==> src/rtl/core/mavg_pkg.sv <==
// shared types, constants and field layout for the moving-average level alarm
// no dependencies; imported by every module of the block except mavg_ram
package mavg_pkg;

	localparam int unsigned SAMPLE_W   = 17;
	localparam int unsigned RATE_W     = 18;
	localparam int unsigned LEVEL_W    = 2;
	localparam int unsigned WINDOW_DEF = 512;

	localparam logic [SAMPLE_W-1:0] SAMPLE_MAX = 17'd99999;

	// alarm levels
	localparam logic [LEVEL_W-1:0] LVL_GREEN  = 2'd0;
	localparam logic [LEVEL_W-1:0] LVL_YELLOW = 2'd1;
	localparam logic [LEVEL_W-1:0] LVL_RED    = 2'd2;

	// configuration register indexes
	localparam int unsigned CFG_IDX_W = 3;
	localparam logic [CFG_IDX_W-1:0] REG_EXCESS_LOW     = 3'd0;
	localparam logic [CFG_IDX_W-1:0] REG_EXCESS_HIGH    = 3'd1;
	localparam logic [CFG_IDX_W-1:0] REG_SAMPLE_CAUTION = 3'd2;
	localparam logic [CFG_IDX_W-1:0] REG_SAMPLE_DANGER  = 3'd3;
	localparam logic [CFG_IDX_W-1:0] REG_RATE_CAUTION   = 3'd4;
	localparam logic [CFG_IDX_W-1:0] REG_RATE_DANGER    = 3'd5;

	// configuration reset values
	localparam logic [SAMPLE_W-1:0] RST_EXCESS_LOW     = 17'd1000;
	localparam logic [SAMPLE_W-1:0] RST_EXCESS_HIGH    = 17'd5000;
	localparam logic [SAMPLE_W-1:0] RST_SAMPLE_CAUTION = 17'd5000;
	localparam logic [SAMPLE_W-1:0] RST_SAMPLE_DANGER  = 17'd10000;
	localparam logic [SAMPLE_W-1:0] RST_RATE_CAUTION   = 17'd1000;
	localparam logic [SAMPLE_W-1:0] RST_RATE_DANGER    = 17'd2000;

	// stream word layout
	localparam int unsigned IN_TDATA_W  = 24;
	localparam int unsigned OUT_TDATA_W = 40;
	localparam int unsigned AVG_LSB     = 0;
	localparam int unsigned RATE_LSB    = AVG_LSB + SAMPLE_W;
	localparam int unsigned LEVEL_LSB   = RATE_LSB + RATE_W;
	localparam int unsigned FULL_BIT    = LEVEL_LSB + LEVEL_W;

	typedef struct packed {
		logic [SAMPLE_W-1:0] excess_low;
		logic [SAMPLE_W-1:0] excess_high;
		logic [SAMPLE_W-1:0] sample_caution;
		logic [SAMPLE_W-1:0] sample_danger;
		logic [SAMPLE_W-1:0] rate_caution;
		logic [SAMPLE_W-1:0] rate_danger;
	} cfg_t;

	// per-word payload carried down the pipeline
	typedef struct packed {
		logic [SAMPLE_W-1:0] sample;
		logic [RATE_W-1:0]   rate;   // two's complement
		logic                full;
	} item_t;

endpackage

==> src/rtl/core/mavg_level.sv <==
// alarm classification with level hold, and the result register
// depends on mavg_pkg
module mavg_level
	import mavg_pkg::*;
(
	input  logic                clk,
	input  logic                arst_n,
	input  cfg_t                cfg,
	input  logic                in_valid,
	output logic                in_ready,
	input  item_t               in_item,
	input  logic [SAMPLE_W-1:0] in_average,
	output logic                out_valid,
	input  logic                out_ready,
	output item_t               out_item,
	output logic [SAMPLE_W-1:0] out_average,
	output logic [LEVEL_W-1:0]  out_level
);

	logic                v_q;
	logic [LEVEL_W-1:0]  level_q;
	item_t               item_q;
	logic [SAMPLE_W-1:0] avg_q;

	logic                load;
	logic signed [SAMPLE_W+1:0] ex, rt, exl, exh, rc, rd;
	logic                green, yellow, red;
	logic [LEVEL_W-1:0]  level_next;

	assign in_ready = !v_q || out_ready;
	assign load     = in_valid && in_ready;

	// signed compares on 19 bits: excess and rate can go negative
	assign ex  = $signed({2'b00, in_item.sample}) - $signed({2'b00, in_average});
	assign rt  = $signed({in_item.rate[RATE_W-1], in_item.rate});
	assign exl = $signed({2'b00, cfg.excess_low});
	assign exh = $signed({2'b00, cfg.excess_high});
	assign rc  = $signed({2'b00, cfg.rate_caution});
	assign rd  = $signed({2'b00, cfg.rate_danger});

	assign green  = (ex <= exl) && (in_item.sample < cfg.sample_caution) && (rt < rc);
	assign yellow = ((ex > exl) && (ex < exh) && (in_item.sample < cfg.sample_danger))
		|| ((rt >= rc) && (rt < rd));
	assign red    = (ex >= exh) || (in_item.sample >= cfg.sample_danger)
		|| (in_average >= cfg.sample_danger) || (rt >= rd);

	always_comb begin
		level_next = level_q;
		if (green) begin
			level_next = LVL_GREEN;
		end else if (yellow) begin
			level_next = LVL_YELLOW;
		end else if (red) begin
			level_next = LVL_RED;
		end
	end

	always_ff @(posedge clk or negedge arst_n) begin
		if (!arst_n) begin
			v_q     <= 1'b0;
			level_q <= LVL_GREEN;
		end else begin
			if (in_ready) begin
				v_q <= in_valid;
			end
			if (load) begin
				level_q <= level_next;
			end
		end
	end

	always_ff @(posedge clk) begin
		if (load) begin
			item_q <= in_item;
			avg_q  <= in_average;
		end
	end

	assign out_valid   = v_q;
	assign out_item    = item_q;
	assign out_average = avg_q;
	assign out_level   = level_q;

endmodule

==> config.mk <==
export PLATFORM = sky130hd
export DESIGN_NAME = mavg_level
export DESIGN_NICKNAME = d
export VERILOG_FILES = /design/src/rtl/core/mavg_pkg.sv /design/src/rtl/core/mavg_level.sv
export SDC_FILE = /design/constraint.sdc
export NUM_CORES = 1
export LEC_CHECK = 0
export BUFFER_PORTS_ARGS = -buffer_cell sky130_fd_sc_hd__buf_2
export CORE_MARGIN = 2
export CORE_UTILIZATION = 30
export CTS_BUF_LIST = sky130_fd_sc_hd__clkbuf_8 sky130_fd_sc_hd__clkbuf_16
export DETAILED_ROUTE_END_ITERATION = 16
export PLACE_DENSITY = 0.62
export REMOVE_ABC_BUFFERS = 1
export SYNTH_ARGS = -nofsm -noshare
export SYNTH_HDL_FRONTEND = slang
export SYNTH_SLANG_ARGS = --single-unit
==> constraint.sdc <==
create_clock -name clk -period 3.93 [get_ports clk]
set_clock_uncertainty 0.2 [all_clocks]
set_input_delay 0.393 -clock clk [delete_from_list [all_inputs] [get_ports clk]]
set_output_delay 0.393 -clock clk [all_outputs]
set_load 0.05 [all_outputs]
==> impl_metrics.json <==
{
  "status": "finished, final reports clean",
  "period_minus_slack_ns": 3.92,
  "routed_wl_um": 17000,
  "hpwl_um": 14600,
  "syn_to_final_growth_pct": 41.1,
  "cts_tree": "built",
  "synth_flop_cell": "edfxtp_1",
  "synthCells": 589,
  "dieArea_um2": 19500,
  "clkTransAtPathRegs_ns": 0.07,
  "core_um2": 18000,
  "ys_types": 59,
  "worstSkewPairLatency_ns": 0.29,
  "synth_compound_area_share_pct": 16.7,
  "tightest_slew_ns": 0.600,
  "nNetsFinal": 1171,
  "synth_xor_area_share_pct": 1.90,
  "ys_seq_area_share_pct": 30.2,
  "firstDrtPassIters": 4,
  "r2r_slack_ns": 1.68,
  "synthAdderAreaFrac_pct": 30.9,
  "fp-row-count": 49,
  "clkPwrFrac_pct": 20.5,
  "crit_path_max_fanout": 3,
  "clock_path_buffers": 2,
  "post_drt_wl_per_cell_um": 15.3,
  "cts_buffers": 5,
  "fmax_mhz": 255,
  "start_util_pct": 30.7,
  "port_buffers": 215,
  "gp_congestion": 0.868,
  "rsz0062_at_grt": "yes",
  "ir_worst_vdd_mv": 0.219,
  "p_int_uw": 1370,
  "vias": 5190,
  "grt_max_degree": 32,
  "drt_iter0_markers": 205,
  "cp_data_arrival_time_ns": 3.88,
  "synth-simple-area-share_pct": 11.5,
  "io_pins": 216,
  "dpl-instance-area_um2": 7330,
  "path_class": "in -> reg",
  "switching_share_pct": 36.7,
  "worstSetupStartpointType": "input pin",
  "hold_slack_ns": 0.0777,
  "grtUsageTotal_pct": 16.8,
  "ys_async_sr_fraction_pct": 5.36,
  "drc": 0,
  "synth_top_family_by_area": "adder cells",
  "ys_seq_elements": 56,
  "final_max_slew_viol_count": 0,
  "synth-edff-count": 53,
  "min_path_type": "in -> reg",
  "comb_power_share_pct": 46.8,
  "synth_area_um2": 5530,
  "drt.antenna.violating_nets": 0,
  "cts_sinks": 56,
  "power.density_nw_per_um2": 278,
  "yosys-mux-area-fraction_pct": 0,
  "cts_htree_levels": 2,
  "worstPathRequired_ns": 3.89,
  "avgSynthCellArea_um2": 9.38,
  "grt_pass1_vias": 5315,
  "maxSlewHeadroom_pct": 59.0,
  "seqPwrFrac_pct": 32.7,
  "endpoint_kind": "flop",
  "fillers": 1822,
  "grt_pass1_wl_um": 26200,
  "drive_gt1_share_pct": 38.8,
  "p_leak_uw": 0.00417,
  "via_per_inst": 4.68,
  "cts_root_buffer": "clkbuf_16",
  "hold_violations": 0,
  "synth_warnings": 0,
  "overflow": 0,
  "p_switching_uw": 794,
  "fin_area_um2": 7790,
  "antenna_found_initial": 3,
  "drv_cap": 0,
  "die_x_um": 140,
  "period_share_pct": 99.6,
  "setup_viol": 0,
  "chipHeight_um": 140
}
sequential cells by signal, summed over array words and instances (netlist names):
signal and count:
out_valid 1, out_item 36, out_level 2, out_average 17
power by group through the flow:
stage	clock (µW)	combinational, µW	sequential, µW
4_1_cts	458	964	709
2_1_floorplan	0	456	845
3_3_place_gp	0	933	721
6_report	443	1010	708
3_5_place_dp	0	940	722
5_1_grt	472	1130	711
cells in the mapped netlist, drive strengths merged (6+ instances only):
cell	number	area [µm²]
a21o	20	150
nand4	17	106
nor2b	6	37.5
nand3	20	100
a211oi	7	57.6
inv	129	484
edfxtp	53	1590
and4	6	53.8
o21a	7	52.6
nor2	20	75.1
ha	135	1690
a21oi	48	244
xnor2	8	70.1
nand2	26	97.6
o21ai	21	109
per-layer routing:
layer | wire, µm | vias up | GRT usage, %
met3 | 853 | 21 | 2.65
li1 | - | 2704 | -
met1 | 7550 | 2314 | 21.0
met2 | 8320 | 151 | 29.8
met5 | 0 | - | 0
met4 | 299 | 0 | 4.74
final cells by class:
type                            instances  area, µm²  share of cell area (%)
Inverter                              129        487                    6.24
Clock buffer                            5        125                    1.61
Clock inverter                          3       13.8                   0.177
Tap cell                              229        287                    3.68
Antenna cell                            3       7.51                  0.0963
Timing Repair Buffer                  280       1580                    20.3
Multi-Input combinational cell        404       3620                    46.5
Sequential cell                        56       1670                    21.4
what timing repair did:
| action | in CTS | in global routing |
|---|---|---|
| setup endpoints to repair | 2 | 2 |
| hold endpoints to repair | 3 | 0 |
| buffers inserted | 3 | 2 |
| pin swaps | 10 | 36 |
| gates resized for setup | 14 | 40 |
| hold buffers | 1 | 0 |
cells by family after synthesis:
family,after synthesis
xor gates and xnor gates,12
adders and majority gates,136
buffers and inverters,129
AOI/OAI and AO/OA,138
DFF,56
and+or+nand+nor,118
layout by cell type (no fill, tap or decap), types with 3 or more instances in the layout:
master	instances
a211oi_1	6
a21o_1	20
a21oi_1	35
a21oi_2	13
and3_1	4
and4_1	5
buf_2	213
buf_4	64
clkbuf_16	5
dfrtp_1	3
diode_2	3
edfxtp_1	53
ha_1	129
ha_4	6
inv_1	125
inv_2	3
nand2_1	25
nand2b_1	4
nand3_1	20
nand4_1	17
nor2_1	18
nor2b_1	5
nor3_1	4
o211ai_1	3
o21a_1	7
o21ai_0	14
o21ai_1	4
o21ai_2	3
xnor2_1	5
xnor2_2	3
xor2_1	3
per-stage QoR:
stage          total power [µW]  std cells  util [%]  worst slack, ns  TNS [ns]
5_1_grt                    2310       1108      43.2           -0.202    -0.384
3_3_place_gp               1650       1092      40.7           -0.462    -0.867
3_5_place_dp               1660       1092      40.7           -0.582     -1.07
6_report                   2160       1109      43.2           0.0143         0
4_1_cts                    2130       1104      41.9          -0.0133   -0.0133
2_1_floorplan              1300        589         -          -0.0497   -0.0703
critical path, stage by stage:
cell and delay, ns:
buf_8 0.08, inv_4 0.04, ha_4 0.16, fa_2 0.36, nor2b_2 0.13, o21ai_2 0.07, a21boi_2 0.15, o211ai_1 0.14
buf_4 0.19, a21boi_4 0.15, nor2_2 0.07, xnor2_2 0.14, ha_1 0.32, a21o_1 0.16, a221o_1 0.32, a211oi_2 0.32
a21oi_2 0.11, nor4_2 0.33, nor2_1 0.09, a2bb2oi_1 0.13
path summary, 6_finish.rpt:
check                      cells past startpoint            to    startpoint
max                                           20  out_level[1]   in_item[19]
min                                            1   out_item[0]    in_item[0]
max reg2reg                                    4  out_item[27]     out_valid
min reg2reg                                    1  out_level[1]  out_level[1]
max in group asynchronous                      2  out_level[0]        arst_n
min in group asynchronous                      2     out_valid        arst_n
Power figures use the tool's default switching activity.
