==> src/rtl/core/mavg_pkg.sv <==
// shared types, constants and field layout for the moving-average level alarm
// no dependencies; imported by every module of the block except mavg_ram
package mavg_pkg;

	localparam int unsigned SAMPLE_W   = 17;
	localparam int unsigned RATE_W     = 18;
	localparam int unsigned LEVEL_W    = 2;
	localparam int unsigned WINDOW_DEF = 512;

	localparam logic [SAMPLE_W-1:0] SAMPLE_MAX = 17'd99999;

	// alarm levels
	localparam logic [LEVEL_W-1:0] LVL_GREEN  = 2'd0;
	localparam logic [LEVEL_W-1:0] LVL_YELLOW = 2'd1;
	localparam logic [LEVEL_W-1:0] LVL_RED    = 2'd2;

	// configuration register indexes
	localparam int unsigned CFG_IDX_W = 3;
	localparam logic [CFG_IDX_W-1:0] REG_EXCESS_LOW     = 3'd0;
	localparam logic [CFG_IDX_W-1:0] REG_EXCESS_HIGH    = 3'd1;
	localparam logic [CFG_IDX_W-1:0] REG_SAMPLE_CAUTION = 3'd2;
	localparam logic [CFG_IDX_W-1:0] REG_SAMPLE_DANGER  = 3'd3;
	localparam logic [CFG_IDX_W-1:0] REG_RATE_CAUTION   = 3'd4;
	localparam logic [CFG_IDX_W-1:0] REG_RATE_DANGER    = 3'd5;

	// configuration reset values
	localparam logic [SAMPLE_W-1:0] RST_EXCESS_LOW     = 17'd1000;
	localparam logic [SAMPLE_W-1:0] RST_EXCESS_HIGH    = 17'd5000;
	localparam logic [SAMPLE_W-1:0] RST_SAMPLE_CAUTION = 17'd5000;
	localparam logic [SAMPLE_W-1:0] RST_SAMPLE_DANGER  = 17'd10000;
	localparam logic [SAMPLE_W-1:0] RST_RATE_CAUTION   = 17'd1000;
	localparam logic [SAMPLE_W-1:0] RST_RATE_DANGER    = 17'd2000;

	// stream word layout
	localparam int unsigned IN_TDATA_W  = 24;
	localparam int unsigned OUT_TDATA_W = 40;
	localparam int unsigned AVG_LSB     = 0;
	localparam int unsigned RATE_LSB    = AVG_LSB + SAMPLE_W;
	localparam int unsigned LEVEL_LSB   = RATE_LSB + RATE_W;
	localparam int unsigned FULL_BIT    = LEVEL_LSB + LEVEL_W;

	typedef struct packed {
		logic [SAMPLE_W-1:0] excess_low;
		logic [SAMPLE_W-1:0] excess_high;
		logic [SAMPLE_W-1:0] sample_caution;
		logic [SAMPLE_W-1:0] sample_danger;
		logic [SAMPLE_W-1:0] rate_caution;
		logic [SAMPLE_W-1:0] rate_danger;
	} cfg_t;

	// per-word payload carried down the pipeline
	typedef struct packed {
		logic [SAMPLE_W-1:0] sample;
		logic [RATE_W-1:0]   rate;   // two's complement
		logic                full;
	} item_t;

endpackage

==> src/rtl/core/mavg_div.sv <==
// divides the running sum by the window length: reciprocal multiply,
// back-multiply and one correction step (stages 3 to 5); depends on mavg_pkg
module mavg_div
	import mavg_pkg::*;
#(
	parameter int unsigned WINDOW = WINDOW_DEF
) (
	input  logic                               clk,
	input  logic                               arst_n,
	input  logic                               in_valid,
	output logic                               in_ready,
	input  item_t                              in_item,
	input  logic [SAMPLE_W+$clog2(WINDOW)-1:0] in_sum,
	output logic                               out_valid,
	input  logic                               out_ready,
	output item_t                              out_item,
	output logic [SAMPLE_W-1:0]                out_average
);

	localparam int unsigned SUM_W = SAMPLE_W + $clog2(WINDOW);
	// floor(2^SUM_W / WINDOW); estimate is exact or one low
	localparam logic [SUM_W-1:0] RECIP = SUM_W'((64'd1 << SUM_W) / WINDOW);
	localparam logic [SUM_W-1:0] WIN_C = SUM_W'(WINDOW);

	logic                 v_s3, v_s4, v_s5;
	logic                 rdy_s3, rdy_s4, rdy_s5;
	item_t                item_s3, item_s4, item_s5;
	logic [SUM_W-1:0]     sum_s3, sum_s4;
	logic [2*SUM_W-1:0]   prod_s3;
	logic [SAMPLE_W-1:0]  qe_s4, avg_s5;
	logic [SUM_W-1:0]     qw_s4;

	logic [SAMPLE_W-1:0]  qe;
	logic [SUM_W-1:0]     rem;
	logic [SAMPLE_W-1:0]  quot;

	assign rdy_s5   = !v_s5 || out_ready;
	assign rdy_s4   = !v_s4 || rdy_s5;
	assign rdy_s3   = !v_s3 || rdy_s4;
	assign in_ready = rdy_s3;

	assign qe   = prod_s3[SUM_W+SAMPLE_W-1:SUM_W];
	assign rem  = sum_s4 - qw_s4;
	assign quot = (rem >= WIN_C) ? qe_s4 + 1'b1 : qe_s4;

	always_ff @(posedge clk or negedge arst_n) begin
		if (!arst_n) begin
			v_s3 <= 1'b0;
			v_s4 <= 1'b0;
			v_s5 <= 1'b0;
		end else begin
			if (rdy_s3) begin
				v_s3 <= in_valid;
			end
			if (rdy_s4) begin
				v_s4 <= v_s3;
			end
			if (rdy_s5) begin
				v_s5 <= v_s4;
			end
		end
	end

	always_ff @(posedge clk) begin
		if (rdy_s3 && in_valid) begin
			item_s3 <= in_item;
			sum_s3  <= in_sum;
			prod_s3 <= in_sum * RECIP;
		end
		if (rdy_s4 && v_s3) begin
			item_s4 <= item_s3;
			sum_s4  <= sum_s3;
			qe_s4   <= qe;
			qw_s4   <= SUM_W'(qe) * WIN_C;
		end
		if (rdy_s5 && v_s4) begin
			item_s5 <= item_s4;
			// average stays zero until the ring has been filled once
			avg_s5  <= item_s4.full ? quot : '0;
		end
	end

	assign out_valid   = v_s5;
	assign out_item    = item_s5;
	assign out_average = avg_s5;

endmodule

==> config.mk <==
export PLATFORM = sky130hd
export DESIGN_NAME = mavg_div
export DESIGN_NICKNAME = d
export VERILOG_FILES = /design/src/rtl/core/mavg_pkg.sv /design/src/rtl/core/mavg_div.sv
export SDC_FILE = /design/constraint.sdc
export NUM_CORES = 1
export LEC_CHECK = 0
export ABC_AREA = 1
export BUFFER_PORTS_ARGS = -buffer_cell sky130_fd_sc_hd__buf_2
export CAP_MARGIN = 20
export CORE_AREA = 2 2 82 143
export DETAILED_ROUTE_END_ITERATION = 12
export DIE_AREA = 0 0 84 145
export GPL_TIMING_DRIVEN = 1
export PLACE_DENSITY = 0.71
export SLEW_MARGIN = 20
export SYNTH_ARGS = -nofsm -noshare
export SYNTH_HDL_FRONTEND = slang
export SYNTH_SLANG_ARGS = --single-unit
==> constraint.sdc <==
create_clock -name clk -period 3.6 [get_ports clk]
set_clock_uncertainty 0.05 [all_clocks]
set_input_delay 0.18 -clock clk [delete_from_list [all_inputs] [get_ports clk]]
set_output_delay 0.18 -clock clk [all_outputs]
set_load 0.03 [all_outputs]
==> impl_summary.md <==
Clocking
The clock insertion delay at the later pin of the skew report is 0.41 ns. The number of buffers on the longest clock path is 2. The number of gates resized after CTS was 0.

The post-CTS clock slew at the launch and capture registers of the worst setup and hold paths is 0.06 ns. Once the clock tree was built, the setup fixing pass inserted 0 buffers. The CTS tree is built.

The root buffer cell is sky130_fd_sc_hd__clkbuf_16. The number of buffers created by CTS is 17. The H-tree was split into 4 levels. CTS saw 162 sinks.

STA
The count of endpoints failing setup in the final report is 0. The routed design could run at a clock period as short as 2.06 ns. The count of final hold-check violations is 0.

For this run, the top clock speed supported by timing is 485 MHz. The post-route setup TNS is 0 ns. The smallest hold slack is 0.0433 ns. The worst-case setup margin in the final layout is 1.54 ns. Dividing the final minimum period by the clock period gives 57.2%. The worst max-slew margin expressed relative to the limit is 41.1%.

At the pin with the least slew margin, the transition time is 0.882 ns. The final count of pins violating max slew came to 0. Setup repair after global routing left no endpoint under its margin.

Routing
After detailed routing, the number of remaining DRC violations is 0. In the detailed route, the total length drawn on met2 is 4390 um. The detail-routed net length per standard cell is 14.3 um. The routed layout has 2421 vias. After detailed routing, the met3 layer carries 465 um of wire. The total wire length is 7750 um. The sum of routed wire segments on met1 is 2630 um. The length of the first detailed-routing pass in iterations is 4.

The routed via count divided by cell count is 4.48. The violation count after the first detailed-route iteration is 75. The highest layer touched by signal routing is met4. The number of antenna-violating nets in the routed design is 0.

Logic synthesis
For this run, the register share of the synthesized area comes to 95.7%. The number of nets in the synthesized netlist is 278. The number of warnings issued by yosys is 0. The synthesis-stage register bit count is 162. By area the synthesized netlist is led by sky130_fd_sc_hd__edfxtp_1 94%, sky130_fd_sc_hd__inv_1 1.6%, sky130_fd_sc_hd__nand2_1 1.6%. The average footprint of a synthesized cell is 23.9 sq um. The count of distinct cell types in the synthesized netlist is 10. The instance count of the mapped netlist is 212.

After synthesis, the largest area contributor takes up 94.2% of total cell area. Summed over all instances, the cell type with the most area after synthesis is sky130_fd_sc_hd__edfxtp_1. In this run the cell area of the synthesized design comes to 0.00507 sq mm.

Layout
The final antenna diode count is 0. Relative to the synthesized area, the layout overhead comes to 36.5%. The finished layout cell area is 0.00692 sq mm. The final instance count without filler cells is 541. Measured on the finished design, the core utilization comes to 62.7%. The net count of the finished layout is 462. Of the cells placed in the final design, the portion with a size suffix greater than 1 is 35.9%.

Place
The number of placed instances, taps included, is 454. Detailed placement ended at an HPWL of 4300 um. Routability-driven placement finished with a final weighted congestion of 0.679. OpenSTA, run right after detailed placement, puts the worst setup slack at 1.66 ns. Summing all placed instances gives a cell area of 0.00578 sq mm. The count of buffers added on input and output ports is 111.

Power
Internal power comes to 3.52 mW. Net switching is 24.0% of the power. The proportion of power drawn by combinational gates is 10.5%.

In this run, the clock network consumes 37.3% of the power. The worst-case IR drop observed on VDD is 0.408 mV. The total leakage power is 2.74 nW. The power share of the sequential group is 52.2%.

The total power is 4.63 mW. For this design the ratio of total power to cell area is 669 mW/mm^2. Summed over all nets, the switching power comes to 1.11 mW.

Global routing
The total routing usage reported by global routing is 13.7%. The first global-routing pass estimated 12400 um of wire. Global routing finished with a remaining overflow of 0. The number of antenna violations at the first check in global routing is 0. The number of global-route vias before repair is 2537.

Entering global routing, the biggest net connects 54 pins.

Die
The floorplan step set the die width to 84 um. The floorplan has 51 rows. The die height is 145 um. The core region is 0.0110 sq mm. The effective utilization at floorplan is 45.9%. 121 I/O pins were placed. The area of the die is 0.0122 sq mm.

Critical path
In this run the worst path has a maximum fanout of 53. The critical path capture point type is a register. The number of cell instances on the worst register-to-register path is 3. The data required time at the worst endpoint is 3.43 ns.

The setup check on the worst reg-to-reg path leaves a slack of 1.54 ns. In this run the worst setup path begins at out_valid. The destination of the critical timing path is item_s3[24]. The reg-to-reg critical path startpoint is out_valid. The worst register-to-register path ends at item_s3[24]. The critical setup path kind is reg2reg. STA classifies the critical path startpoint as a register. The arrival time of data at the critical path endpoint is 1.89 ns.

Flow run
The number of maximum-capacitance constraint violations is 0.

Run status
The flow ran to the end, and the final reports show no timing, DRC or antenna violations.

Min path
The worst min-delay path category is in2async.
## cell usage in the layout, fill, tap and decap left out
cell type,n
sky130_fd_sc_hd__nand4_2,1
sky130_fd_sc_hd__buf_4,1
sky130_fd_sc_hd__a21oi_4,1
sky130_fd_sc_hd__inv_6,4
sky130_fd_sc_hd__dfrtp_1,3
sky130_fd_sc_hd__buf_2,111
sky130_fd_sc_hd__nand3_1,1
sky130_fd_sc_hd__nand2_1,22
sky130_fd_sc_hd__nand2_2,1
sky130_fd_sc_hd__clkinv_2,2
sky130_fd_sc_hd__clkinv_1,1
sky130_fd_sc_hd__bufinv_16,2
sky130_fd_sc_hd__clkinv_4,3
sky130_fd_sc_hd__clkbuf_16,17
sky130_fd_sc_hd__inv_1,20
sky130_fd_sc_hd__clkinvlp_4,4
sky130_fd_sc_hd__edfxtp_1,159
sky130_fd_sc_hd__dlygate4sd3_1,55
sky130_fd_sc_hd__clkbuf_1,1
## cells in the mapped netlist, drive strengths merged
master,count
edfxtp,159
dfrtp,3
a21oi,1
inv,22
nand3,1
nand2,23
buf,2
nand4,1
## timing repair
action | CTS | global route
hold buffers | 55 | 0
endpoints found under the hold margin | 57 | 0
setup endpoints to repair | 0 | 0
## sequential cells by signal, indices dropped and copies added, names as in the netlist
name         cells
item_s3         36
item_s4         36
out_average     17
out_item        36
out_valid        1
sum_s3          17
sum_s4          17
v_s3             1
v_s4             1
## layer usage
layer	vias to the layer above	track usage, %
li1	1159	-
met1	1138	13.6
met2	104	24.0
met3	20	5.06
met4	0	7.90
met5	-	0
## worst min path at each step
stage | from | end | slack [ns]
final | arst_n | out_valid | 0.04
after floorplan | arst_n | out_valid | -0.17
after global placement | arst_n | v_s4 | -0.08
after CTS | arst_n | v_s4 | 0.02
after detailed placement | arst_n | v_s3 | -0.07
after global routing | arst_n | v_s4 | 0.05
## critical path: stages (launching register included)
cell                       delay (ns)
sky130_fd_sc_hd__dfrtp_1         0.47
sky130_fd_sc_hd__nand4_2         0.18
sky130_fd_sc_hd__nand2_1         0.13
sky130_fd_sc_hd__clkinv_2        0.69
## power groups by stage
stage	clock network, mW	registers, mW	logic [mW]
after floorplan	0	2.63	0.106
after global placement	0	2.44	0.434
after detailed placement	0	2.45	0.444
after CTS	1.77	2.42	0.491
after global routing	1.85	2.44	0.520
final	1.73	2.41	0.487
## cells by family after synthesis
kind of cell           synth area share [%]
buffers and inverters                  2.15
AO/OA/AOI/OAI                        0.0986
AND/OR/NAND/NOR                        2.10
flip-flops                             95.7
## final cells by class
type	instances	area (sq um)
inverter	22	85.1
multi-input combinational	26	123
tap	132	165
fill	784	4120
clock buffer	18	429
clock inverter	14	155
timing repair buffer	167	1110
sequential	162	4850
Power figures use the tool's default switching activity.
